<file path="src/rtl/irpdt_pkg.sv">
// shared types, register map and constants of the ir pulse-distance transmitter
`timescale 1ns / 1ps
`default_nettype none
package irpdt_pkg;

   // register file geometry
   localparam int unsigned NUM_REGS   = 7;
   localparam int unsigned ADDR_W     = 5;
   localparam int unsigned LEN_W      = 16;
   localparam int unsigned CMD_W      = 8;
   localparam int unsigned IDX_W      = 3;

   // register indexes (byte address is 4 * index)
   localparam logic [IDX_W-1:0] REG_HDR_MARK   = 3'd0;
   localparam logic [IDX_W-1:0] REG_HDR_SPACE  = 3'd1;
   localparam logic [IDX_W-1:0] REG_BIT_MARK   = 3'd2;
   localparam logic [IDX_W-1:0] REG_ONE_SPACE  = 3'd3;
   localparam logic [IDX_W-1:0] REG_ZERO_SPACE = 3'd4;
   localparam logic [IDX_W-1:0] REG_RPT_MARK   = 3'd5;
   localparam logic [IDX_W-1:0] REG_RPT_SPACE  = 3'd6;

   // reset values in ticks
   localparam logic [LEN_W-1:0] RST_HDR_MARK   = 16'd9000;
   localparam logic [LEN_W-1:0] RST_HDR_SPACE  = 16'd4500;
   localparam logic [LEN_W-1:0] RST_BIT_MARK   = 16'd562;
   localparam logic [LEN_W-1:0] RST_ONE_SPACE  = 16'd1687;
   localparam logic [LEN_W-1:0] RST_ZERO_SPACE = 16'd562;
   localparam logic [LEN_W-1:0] RST_RPT_MARK   = 16'd8000;
   localparam logic [LEN_W-1:0] RST_RPT_SPACE  = 16'd8000;

   // frame sequencer phases
   typedef enum logic [2:0] {
      PH_IDLE      = 3'd0,
      PH_HDR_MARK  = 3'd1,
      PH_HDR_SPACE = 3'd2,
      PH_BIT_MARK  = 3'd3,
      PH_BIT_SPACE = 3'd4,
      PH_RPT_MARK  = 3'd5,
      PH_RPT_SPACE = 3'd6
   } phase_type;

   // segment lengths handed from the register file to the sequencer
   typedef struct packed {
      logic [LEN_W-1:0] hdr_mark;
      logic [LEN_W-1:0] hdr_space;
      logic [LEN_W-1:0] bit_mark;
      logic [LEN_W-1:0] one_space;
      logic [LEN_W-1:0] zero_space;
      logic [LEN_W-1:0] rpt_mark;
      logic [LEN_W-1:0] rpt_space;
   } cfg_type;

   // one result item
   typedef struct packed {
      logic busy;
      logic mark;
   } result_type;

   // a zero length runs for one tick
   function automatic logic [LEN_W-1:0] seg_len(input logic [LEN_W-1:0] len);
      seg_len = (len == '0) ? LEN_W'(1) : len;
   endfunction

endpackage
`default_nettype wire

</file>
<file path="src/rtl/ir_pulse_distance_transmitter_core.sv">
// top level of the ir pulse-distance transmitter envelope generator
//
//   channel  direction  tdata fields (low bit up)
//   req      in         start_req[0], command[8:1], hold[9], zero pad to 16
//   rsp      out        mark[0], busy_res[1], zero pad to 8
//   csr      apb        seven 16-bit segment lengths at byte address 4*i
//
// each req transfer is one tick; its result sits in the rsp register in the next cycle
// one tick per cycle sustained while rsp_tready stays high, through the single rsp output register
// reset idles the sequencer and loads the default lengths; no clearing pass
// a stalled rsp holds req_tready low until the held result is taken
`timescale 1ns / 1ps
`default_nettype none
module ir_pulse_distance_transmitter_core #(
   parameter int unsigned BITS_PER_FRAME = 8
) (
   input  wire logic                         clock,
   input  wire logic                         reset,
   // tick stream
   input  wire logic                         req_tvalid,
   output logic                              req_tready,
   input  wire logic [15:0]                  req_tdata,  // start_req, command, hold
   // envelope stream
   output logic                              rsp_tvalid,
   input  wire logic                         rsp_tready,
   output logic      [7:0]                   rsp_tdata,  // mark, busy_res
   // register port
   input  wire logic                         csr_psel,
   input  wire logic                         csr_penable,
   input  wire logic                         csr_pwrite,
   input  wire logic [irpdt_pkg::ADDR_W-1:0] csr_paddr,
   input  wire logic [31:0]                  csr_pwdata,
   output logic      [31:0]                  csr_prdata,
   output logic                              csr_pready
);
   import irpdt_pkg::*;

   cfg_type    cfg;
   result_type seq_result;
   result_type rsp_result;
   logic       req_xfer;

   assign csr_pready = 1'b1;
   assign req_xfer   = req_tvalid && req_tready;

   // segment length registers
   irpdt_csr u_csr (
      .clock   (clock),
      .reset   (reset),
      .psel    (csr_psel),
      .penable (csr_penable),
      .pwrite  (csr_pwrite),
      .paddr   (csr_paddr),
      .pwdata  (csr_pwdata),
      .prdata  (csr_prdata),
      .cfg     (cfg)
   );

   // frame sequencer
   irpdt_seq #(
      .BITS_PER_FRAME (BITS_PER_FRAME)
   ) u_seq (
      .clock     (clock),
      .reset     (reset),
      .step      (req_xfer),
      .start_req (req_tdata[0]),
      .command   (req_tdata[CMD_W:1]),
      .hold      (req_tdata[CMD_W+1]),
      .cfg       (cfg),
      .result    (seq_result)
   );

   // result register
   irpdt_out_reg u_out (
      .clock     (clock),
      .reset     (reset),
      .in_valid  (req_tvalid),
      .in_ready  (req_tready),
      .in_data   (seq_result),
      .out_valid (rsp_tvalid),
      .out_ready (rsp_tready),
      .out_data  (rsp_result)
   );

   assign rsp_tdata = {6'b0, rsp_result.busy, rsp_result.mark};

endmodule
`default_nettype wire

</file>
<file path="src/rtl/irpdt_csr.sv">
// apb register file holding the segment lengths
`timescale 1ns / 1ps
`default_nettype none
module irpdt_csr (
   input  wire logic                        clock,
   input  wire logic                        reset,
   input  wire logic                        psel,
   input  wire logic                        penable,
   input  wire logic                        pwrite,
   input  wire logic [irpdt_pkg::ADDR_W-1:0] paddr,
   input  wire logic [31:0]                 pwdata,
   output logic      [31:0]                 prdata,
   output irpdt_pkg::cfg_type               cfg
);
   import irpdt_pkg::*;

   cfg_type          cfg_ff;
   cfg_type          cfg_in;
   logic [IDX_W-1:0] idx;
   logic             wr_en;
   logic [LEN_W-1:0] wval;
   logic [LEN_W-1:0] rval;

   assign idx   = paddr[ADDR_W-1:2];
   assign wr_en = psel && penable && pwrite;
   assign wval  = pwdata[LEN_W-1:0];

   // write decode
   always_comb begin
      cfg_in = cfg_ff;
      if (wr_en) begin
         case (idx)
            REG_HDR_MARK:   cfg_in.hdr_mark   = wval;
            REG_HDR_SPACE:  cfg_in.hdr_space  = wval;
            REG_BIT_MARK:   cfg_in.bit_mark   = wval;
            REG_ONE_SPACE:  cfg_in.one_space  = wval;
            REG_ZERO_SPACE: cfg_in.zero_space = wval;
            REG_RPT_MARK:   cfg_in.rpt_mark   = wval;
            REG_RPT_SPACE:  cfg_in.rpt_space  = wval;
            default:        cfg_in = cfg_ff;
         endcase
      end
   end

   // register bank
   always_ff @(posedge clock) begin
      if (reset) begin
         cfg_ff.hdr_mark   <= RST_HDR_MARK;
         cfg_ff.hdr_space  <= RST_HDR_SPACE;
         cfg_ff.bit_mark   <= RST_BIT_MARK;
         cfg_ff.one_space  <= RST_ONE_SPACE;
         cfg_ff.zero_space <= RST_ZERO_SPACE;
         cfg_ff.rpt_mark   <= RST_RPT_MARK;
         cfg_ff.rpt_space  <= RST_RPT_SPACE;
      end else begin
         cfg_ff <= cfg_in;
      end
   end

   // read mux
   always_comb begin
      case (idx)
         REG_HDR_MARK:   rval = cfg_ff.hdr_mark;
         REG_HDR_SPACE:  rval = cfg_ff.hdr_space;
         REG_BIT_MARK:   rval = cfg_ff.bit_mark;
         REG_ONE_SPACE:  rval = cfg_ff.one_space;
         REG_ZERO_SPACE: rval = cfg_ff.zero_space;
         REG_RPT_MARK:   rval = cfg_ff.rpt_mark;
         REG_RPT_SPACE:  rval = cfg_ff.rpt_space;
         default:        rval = '0;
      endcase
   end

   assign prdata = {{(32 - LEN_W){1'b0}}, rval};
   assign cfg    = cfg_ff;

endmodule
`default_nettype wire

</file>
<file path="src/rtl/irpdt_seq.sv">
// frame sequencer: phase, segment countdown, shift register and bit counter
`timescale 1ns / 1ps
`default_nettype none
module irpdt_seq #(
   parameter int unsigned BITS_PER_FRAME = 8
) (
   input  wire logic                       clock,
   input  wire logic                       reset,
   input  wire logic                       step,
   input  wire logic                       start_req,
   input  wire logic [irpdt_pkg::CMD_W-1:0] command,
   input  wire logic                       hold,
   input  wire irpdt_pkg::cfg_type         cfg,
   output irpdt_pkg::result_type           result
);
   import irpdt_pkg::*;

   localparam int unsigned BW = $clog2(BITS_PER_FRAME + 1);

   phase_type        phase_ff, phase_in;
   logic [LEN_W-1:0] remaining_ff, remaining_in;
   logic [CMD_W-1:0] shift_ff, shift_in;
   logic [BW-1:0]    bits_ff, bits_in;

   // state as seen after a possible start on this tick
   phase_type        cur_phase;
   logic [LEN_W-1:0] cur_rem;
   logic [CMD_W-1:0] cur_shift;
   logic [BW-1:0]    cur_bits;
   logic [BW-1:0]    bits_dec;
   logic             seg_end;

   always_comb begin
      if (phase_ff == PH_IDLE && start_req) begin
         cur_phase = PH_HDR_MARK;
         cur_rem   = seg_len(cfg.hdr_mark);
         cur_shift = command;
         cur_bits  = BW'(BITS_PER_FRAME);
      end else begin
         cur_phase = phase_ff;
         cur_rem   = remaining_ff;
         cur_shift = shift_ff;
         cur_bits  = bits_ff;
      end
   end

   assign seg_end  = (cur_rem <= LEN_W'(1));
   assign bits_dec = (cur_bits != '0) ? cur_bits - BW'(1) : '0;

   // next state
   always_comb begin
      phase_in     = cur_phase;
      remaining_in = cur_rem - LEN_W'(1);
      shift_in     = cur_shift;
      bits_in      = cur_bits;
      if (seg_end) begin
         case (cur_phase)
            PH_HDR_MARK: begin
               phase_in     = PH_HDR_SPACE;
               remaining_in = seg_len(cfg.hdr_space);
            end
            PH_HDR_SPACE: begin
               phase_in     = PH_BIT_MARK;
               remaining_in = seg_len(cfg.bit_mark);
            end
            PH_BIT_MARK: begin
               phase_in     = PH_BIT_SPACE;
               remaining_in = cur_shift[0] ? seg_len(cfg.one_space)
                                           : seg_len(cfg.zero_space);
            end
            PH_BIT_SPACE: begin
               shift_in = {1'b0, cur_shift[CMD_W-1:1]};
               bits_in  = bits_dec;
               if (bits_dec != '0) begin
                  phase_in     = PH_BIT_MARK;
                  remaining_in = seg_len(cfg.bit_mark);
               end else begin
                  phase_in     = PH_RPT_MARK;
                  remaining_in = seg_len(cfg.rpt_mark);
               end
            end
            PH_RPT_MARK: begin
               phase_in     = PH_RPT_SPACE;
               remaining_in = seg_len(cfg.rpt_space);
            end
            PH_RPT_SPACE: begin
               if (hold) begin
                  phase_in     = PH_RPT_MARK;
                  remaining_in = seg_len(cfg.rpt_mark);
               end else begin
                  phase_in     = PH_IDLE;
                  remaining_in = '0;
               end
            end
            default: begin
               phase_in     = PH_IDLE;
               remaining_in = '0;
            end
         endcase
      end
   end

   // outputs for this tick
   always_comb begin
      result.busy = (cur_phase != PH_IDLE);
      case (cur_phase)
         PH_HDR_MARK, PH_BIT_MARK, PH_RPT_MARK: result.mark = 1'b1;
         default:                               result.mark = 1'b0;
      endcase
   end

   // state registers, advanced once per accepted tick
   always_ff @(posedge clock) begin
      if (reset) begin
         phase_ff     <= PH_IDLE;
         remaining_ff <= '0;
         shift_ff     <= '0;
         bits_ff      <= '0;
      end else if (step) begin
         phase_ff     <= phase_in;
         remaining_ff <= remaining_in;
         shift_ff     <= shift_in;
         bits_ff      <= bits_in;
      end
   end

endmodule
`default_nettype wire

</file>
<file path="src/rtl/irpdt_out_reg.sv">
// result register between the sequencer and the result channel
`timescale 1ns / 1ps
`default_nettype none
module irpdt_out_reg (
   input  wire logic               clock,
   input  wire logic               reset,
   input  wire logic               in_valid,
   output logic                    in_ready,
   input  wire irpdt_pkg::result_type in_data,
   output logic                    out_valid,
   input  wire logic               out_ready,
   output irpdt_pkg::result_type   out_data
);
   import irpdt_pkg::*;

   logic       valid_ff;
   result_type data_ff;

   // a new result may load when empty or when the held one leaves
   assign in_ready = !valid_ff || out_ready;

   always_ff @(posedge clock) begin
      if (reset) begin
         valid_ff <= 1'b0;
      end else if (in_ready) begin
         valid_ff <= in_valid;
      end
   end

   always_ff @(posedge clock) begin
      if (in_valid && in_ready) begin
         data_ff <= in_data;
      end
   end

   assign out_valid = valid_ff;
   assign out_data  = data_ff;

endmodule
`default_nettype wire

</file>
<file path="config.mk">
export PLATFORM = sky130hd
export DESIGN_NAME = ir_pulse_distance_transmitter_core
export DESIGN_NICKNAME = d
export VERILOG_FILES = /design/src/rtl/irpdt_pkg.sv /design/src/rtl/ir_pulse_distance_transmitter_core.sv /design/src/rtl/irpdt_csr.sv /design/src/rtl/irpdt_seq.sv /design/src/rtl/irpdt_out_reg.sv
export SDC_FILE = /design/constraint.sdc
export NUM_CORES = 1
export LEC_CHECK = 0
export ABC_CLOCK_PERIOD_IN_PS = 5700
export BUFFER_PORTS_ARGS = -buffer_cell sky130_fd_sc_hd__clkbuf_2
export CAP_MARGIN = 10
export CORE_ASPECT_RATIO = 1.4
export CORE_UTILIZATION = 50
export DETAILED_ROUTE_END_ITERATION = 8
export PLACE_DENSITY = 0.72
export SLEW_MARGIN = 20
export SYNTH_ARGS = -nofsm -noshare
export SYNTH_HDL_FRONTEND = slang
export SYNTH_SLANG_ARGS = --single-unit
</file>
<file path="constraint.sdc">
create_clock -name clock -period 5.7 [get_ports clock]
set_input_delay 1.14 -clock clock [delete_from_list [all_inputs] [get_ports clock]]
set_output_delay 1.14 -clock clock [all_outputs]
set_load 0.02 [all_outputs]
</file>
# Yosys cells after proc, flatten, opt, wreduce, memory -nomap -nowiden
# Index checks and enable logic that the tools add are counted.
op_classes:
  n_addsub: 2
  magnitude_cmp: 1
  eq_ne: 12
  muxes: 27
  n_reduce_logical: 26
ops:
  columns: ["op", "count"]
  rows:
  - ["2-to-1 mux 16 bit", 12]
  - ["zero test 16 bit", 7]
  - ["one-hot mux 16 bit (7 select lines)", 1]
  - ["one-hot mux 16 bit (6 select lines)", 1]
  - ["2-to-1 mux 8 bit", 3]
  - ["== test 3 bit, second input constant", 6]
  - ["one-hot mux 3 bit (6 select lines)", 1]
  - ["<= comparator 16 x 1 -> 1 bit, second input constant", 1]
  - ["2-to-1 mux 4 bit", 4]
  - ["subtractor 16 x 1 -> 16 bit, second input constant", 1]
  - ["AND reduction 2 bit", 7]
  - ["== test 3 x 2 -> 1 bit, second input constant", 4]
  - ["2-to-1 mux 3 bit", 4]
  - ["nonzero test 4 bit", 2]
  - ["== test 3 x 1 -> 1 bit, second input constant", 2]
  - ["zero test 3 bit", 2]
  - ["logical AND 1 bit", 4]
  - ["subtractor 4 x 1 -> 4 bit, second input constant", 1]
  - ["nonzero test 3 bit", 1]
  - ["OR reduction 3 bit", 1]
  - ["zero test 1 bit", 1]
  - ["logical OR 1 bit", 1]
  - ["2-to-1 mux 1 bit", 1]
totals:
  reg_bits: 146
  input_bits: 60
  out_inout_bits: 43
  elab_cells: 82

# Longest topological paths before layout
logic_depth:
  depth_word: 9
  ltp_mapped: 17
  mapped_depth_nobuf: 14

# Modules after synthesis
# A second synthesis with hierarchy kept.
hier_totals:
  hier_cells: 1046
  hier_area_um2: 8839.7
modules_own_cells:
  columns: ["mod", "n_inst", "cells_per_inst", "area_each_um2", "seq_area_each_um2"]
  rows:
  - ["irpdt_csr", 1, 588, 5447.7, 2242.2]
  - ["irpdt_seq", 1, 441, 3210.6, 620.6]
  - ["irpdt_out_reg", 1, 7, 115.1, 80.1]
  - ["ir_pulse_distance_transmitter_core", 1, 10, 66.3, 0.0]

# Least setup slack after synthesis
# No wires, ideal clock.
synth_timing:
  path_kind: "input -> register"
  startpoint: "in req_tdata[0]"
  endpoint: "reg u_seq.bits_ff[0]"
  setup_ns: 0.065
  arrival_time_ns: 4.645
  required_time_ns: 5.635
  setup_slack_ns: 0.990
  cell_stages: 15
  n_path_buf: 5
  path_cell_list: "nor4b_4 > clkbuf_1 > buf_2 > buf_1 > mux2i_1 > ha_1 > o21bai_1 > nor4_1 > a2bb2o_4 > buf_6 > or3_1 > buf_6 > a2111oi_4 > a21oi_1 > nor2_1"
synth_between:
  elab_chain_cells: 6
  word_cells_on_any_way: 11
  classes_between: "add/sub (1); order compare (1); eq/ne (1); mux (6); reduce/logical (2)"
synth_rtl:
  columns: ["item", "line_no", "rtl"]
  rows:
  - ["start, declared", "ir_pulse_distance_transmitter_core.sv:22", "input wire logic [15:0] req_tdata,"]
  - ["logical AND 1 bit (*)", "irpdt_seq.sv:34", "if (phase_ff == PH_IDLE && start_req) begin"]
  - ["2-to-1 mux 4 bit", "irpdt_seq.sv:34", null]
  - ["subtractor 4 x 1 -> 4 bit or nonzero test 4 bit (tied branches)", "irpdt_seq.sv:48", "assign bits_dec = (cur_bits != '0) ? cur_bits - BW'(1) : '0;"]
  - ["2-to-1 mux 4 bit", "irpdt_seq.sv:48", null]
  - ["2-to-1 mux 4 bit", "irpdt_seq.sv:57", "case (cur_phase)"]
  - ["2-to-1 mux 4 bit (*)", "irpdt_seq.sv:56", "if (seg_end) begin"]
  - ["end signal, assigned", "irpdt_seq.sv:123", "bits_ff <= bits_in;"]
  - ["end, declared", "irpdt_seq.sv:23", "logic [BW-1:0] bits_ff, bits_in;"]
# Every way passes the cells marked *; elsewhere a longest branch is shown, timed or not.
# A chain may end at the register's enable or synchronous reset.

# Final worst setup path
layout_timing:
  startpoint: "in req_tdata[0]"
  endpoint: "reg u_seq.shift_ff[3]"
layout_between:
  elab_chain_cells: 5
  word_cells_on_any_way: 8
  classes_between: "order compare (1); eq/ne (1); mux (5); reduce/logical (1)"
layout_rtl:
  columns: ["item", "line_no", "rtl"]
  rows:
  - ["logical AND 1 bit (*)", "irpdt_seq.sv:34", null]
  - ["branches (longest 3 deep; another with <= comparator 16 x 1 -> 1 bit)", null, null]
  - ["2-to-1 mux 8 bit (*)", "irpdt_seq.sv:56", null]
  - ["end signal, assigned", "irpdt_seq.sv:122", "shift_ff <= shift_in;"]
  - ["end, declared", "irpdt_seq.sv:22", "logic [CMD_W-1:0] shift_ff, shift_in;"]
# Mark *: on every way between the ends.

==> metrics.md <==
| Metric | Value |
|---|---|
| Synth area leader | `dfxtp_1` |
| Layer with the highest usage | `met2` |
| WS Path Type | `in2reg` |
| Drt first-iter violations | `between 1000 and 1500` |
| Crit Path Max Fanout | `25` |
| ANT nets after route | `0` |
| Clock-pin transition on the worst setup and hold timing paths | `about 0.060 ns` |
| Post-Syn Instances | `between 1000 and 1500` |
| Max rail drop VDD | `205 uV` |
| EDFF count, synth | `2` |
| CP cell instances | `clkbuf_2, or4b_1, buf_4, or3_1, o21ai_0, ha_1, o21bai_1, nor4_1, a2bb2o_4, or3_1, a21oi_2, nor2_1, a211oi_1` |
| Buf/Inv on CP | `2` |
| Met2 Use GR | `roughly 54%` |
| Diodes inserted | `0` |
| Met3 usage | `between 6 and 7%` |
| Share of cells above drive strength 1 | `12.4%` |
| Setup TNS | `0 ns` |
| GRT Total Usage | `around a third` |
| Worst hold slack | `~0.48 ns` |
| Die height | `roughly 150 microns` |
| Post-CTS Hold Fix Bufs | `0` |
| CTS tree | `built` |
| Most used cell, CP | `or3_1` |
| Die Width | `about 110 microns` |
| Synth Register Bits | `146` |
| Synth unique cells | `70` |
| Most common cell after layout, fill and taps aside | `nand2_1` |
| Global-route wire length before repair | `43100 microns` |
| Vias per cell | `about 6.4` |
| Crit share post-route | `77.0%` |
| Worst reg2reg setup slack | `between 1 and 1.5 ns` |
| Required time of the worst setup path | `between 6 and 7 ns` |
| Min Tclk post-route | `between 4 and 5 ns` |
| DR vias | `8381` |
| DRT Pass-1 Iters | `7` |
| Actual slew at the worst max-slew pin | `about 1.1 ns` |
| Hold path cells | `2` |
| Top cell type's share of synthesized area | `35.0%` |
| WP data arrival | `around 4.7 ns` |
| Placed cell area | `around 8500 sq um` |
| Hold Crit Start | `u_seq.shift_ff[1]` |
| Reg-to-reg endpoint | `u_seq.shift_ff[3]` |
| Total CTS buffers | `17` |
| Max Clock Freq | `228 MHz` |
| Area of the die | `~17000 sq um` |
| Hold crit path type | `reg2reg` |
| Nets | `roughly 1200` |
| Clock Latency Late Sink | `around 0.44 ns` |
| M1 GR Usage | `just under 40%` |
| CP max stage cell | `or3_1` |
| Top_reg_cell synth | `dfxtp_1` |
| Critical path's largest stage delay | `roughly 0.55 ns` |
| Clock root buffer | `clkbuf_16` |
| Drt drc | `0` |
| Mean post-synth cell area | `between 7 and 8 sq um` |
| Post-synthesis cell area | `8230 sq um` |
| Worst clock skew | `approximately 0.0073 ns` |
| Port Buffer Count | `55` |
| Starting density of the core | `51.1%` |
| CTS sink cnt | `approximately 150` |
| Static Leakage | `~3.4 nW` |
| Post-synthesis async set-or-reset flop share | `0%` |
| Element type at the critical path end | `register` |
| Placer Congestion | `around 1` |
| Post-DP HPWL | `around 20000 microns` |
| Power Dens Cells | `roughly 280 nW/um^2` |
| Gr ovfl total | `0` |
| Max Cap Viol | `0` |
| Num rows | `55` |
| Critical Path Source Type | `input port` |
| Number of placed I/O pins | `about 100` |
| Final hold violation count | `0` |
| Worst reg2reg path startpoint | `u_seq.phase_ff[1]` |
| RSZ-0062 raised after global routing | `no` |
| Reg2Reg Depth | `12` |
| Seq/Total Area, Yosys | `a little over a third` |
| Total Wirelength | `roughly 28000 microns` |
| Hold-critical path endpoint | `u_seq.shift_ff[1]` |
| CORE AREA | `16100 sq um` |
| Design area | `9130 sq um` |
| Pin count of the biggest net entering global routing | `91` |
| Post-CTS sizing | `0` |
| Commonest non-fill, non-tap cells in the layout | `272 x nand2_1, 144 x dfxtp_1, 112 x a21oi_1, 77 x nor2_1, 54 x clkbuf_2` |
| Top delay family on crit path | `simple AND/OR/NAND/NOR gates` |
| Final Slew Violations | `0` |
| Clock Path Buffers | `2` |
| Area grow syn2layout | `10.9%` |
| Relative slew slack | `22.7%` |
| Outcome | `finished, final reports clean` |
| Drt wl/cell | `21.2 microns` |
| Final setup vio count | `0` |
| Htree depth | `4` |
| Post-CTS Setup Bufs | `0` |
| Vias in the first global route | `between 7000 and 8000` |
| Yosys warns | `0` |
| Antenna violations before repair | `0` |
| Synth area leaders | `dfxtp_1 35%, nand2_1 12%, a21oi_1 6.8%` |
| # fillers | `~1500` |
## where the power goes
| group | switching [W] | leakage, nW | internal (W) |
|---|---|---|---|
| clock network | 0.000459 | 0.279 | 0.000693 |
| logic | 0.000221 | 1.95 | 0.000126 |
| registers | 0.0000275 | 1.19 | 0.00105 |
## layout make-up
type                       count  area [sq um]  share of cell area (%)
timing repair buffer          75           428                    4.69
inverter                      12          45.0                   0.494
tap                          199           249                    2.73
sequential                   146          2940                    32.2
clock buffer                  21           482                    5.28
clock inverter                11           125                    1.37
multi-input combinational    843          4850                    53.2
## cells in the mapped netlist (16+ instances only)
| master | instances |
|---|---|
| nand2_1 | 272 |
| nor3_1 | 33 |
| mux2i_1 | 31 |
| buf_4 | 23 |
| clkbuf_1 | 63 |
| o21ai_0 | 29 |
| a21oi_1 | 112 |
| a221oi_1 | 16 |
| nor4_1 | 32 |
| dfxtp_1 | 144 |
| nand3b_1 | 38 |
| nor2_1 | 78 |
| a22oi_1 | 16 |
## tightest hold or removal path: stages, from the launching register on
cell	delay, ns
dfxtp_1	0.33
nand2_1	0.06
a21oi_1	0.05
## layer usage
layer  vias up  wire length [microns]
met5         -                      0
met4         0                   1610
met3       117                   2220
met2       452                  13200
met1      3955                  10700
li1       3857                      -
## how the worst max path moves through the flow
stage | depth (start not counted) | slack (ns) | end | startpoint
after floorplan | 15 | 0.99 | u_seq.bits_ff[0] | req_tdata[0]
after global placement | 13 | 0.94 | u_seq.bits_ff[0] | req_tdata[0]
after detailed placement | 13 | 0.88 | u_seq.shift_ff[3] | req_tdata[0]
after CTS | 13 | 1.32 | u_seq.shift_ff[3] | req_tdata[0]
after global routing | 13 | 1.02 | u_seq.shift_ff[4] | req_tdata[0]
final | 13 | 1.31 | u_seq.shift_ff[3] | req_tdata[0]
## through the flow
step           util (%)  setup slack, ns  instances  total power (W)
4_1_cts            56.7             1.32       1307          0.00257
5_1_grt            56.7             1.02       1307          0.00266
2_1_floorplan         -            0.990       1101          0.00135
6_report           56.7             1.31       1307          0.00257
3_3_place_gp       52.9            0.940       1275          0.00143
3_5_place_dp       52.9            0.877       1275          0.00144
## sequential cells by signal (all words and copies together) (netlist names)
register,cells
u_csr.cfg,112
u_seq.remaining_ff,16
u_seq.shift_ff,8
u_seq.bits_ff,4
u_seq.phase_ff,3
u_out.out_data,2
u_out.out_valid,1
## cells by family after synthesis
kind of cell               share of synthesized area, %
and+or+nand+nor                                    27.9
AOI/OAI and AO/OA                                  20.5
DFF                                                35.8
buffers and inverters                              6.38
muxes                                              7.46
xor gates and xnor gates                           1.60
adders and majority gates                         0.304
other                                            0.0912
Power figures use the tool's default switching activity.
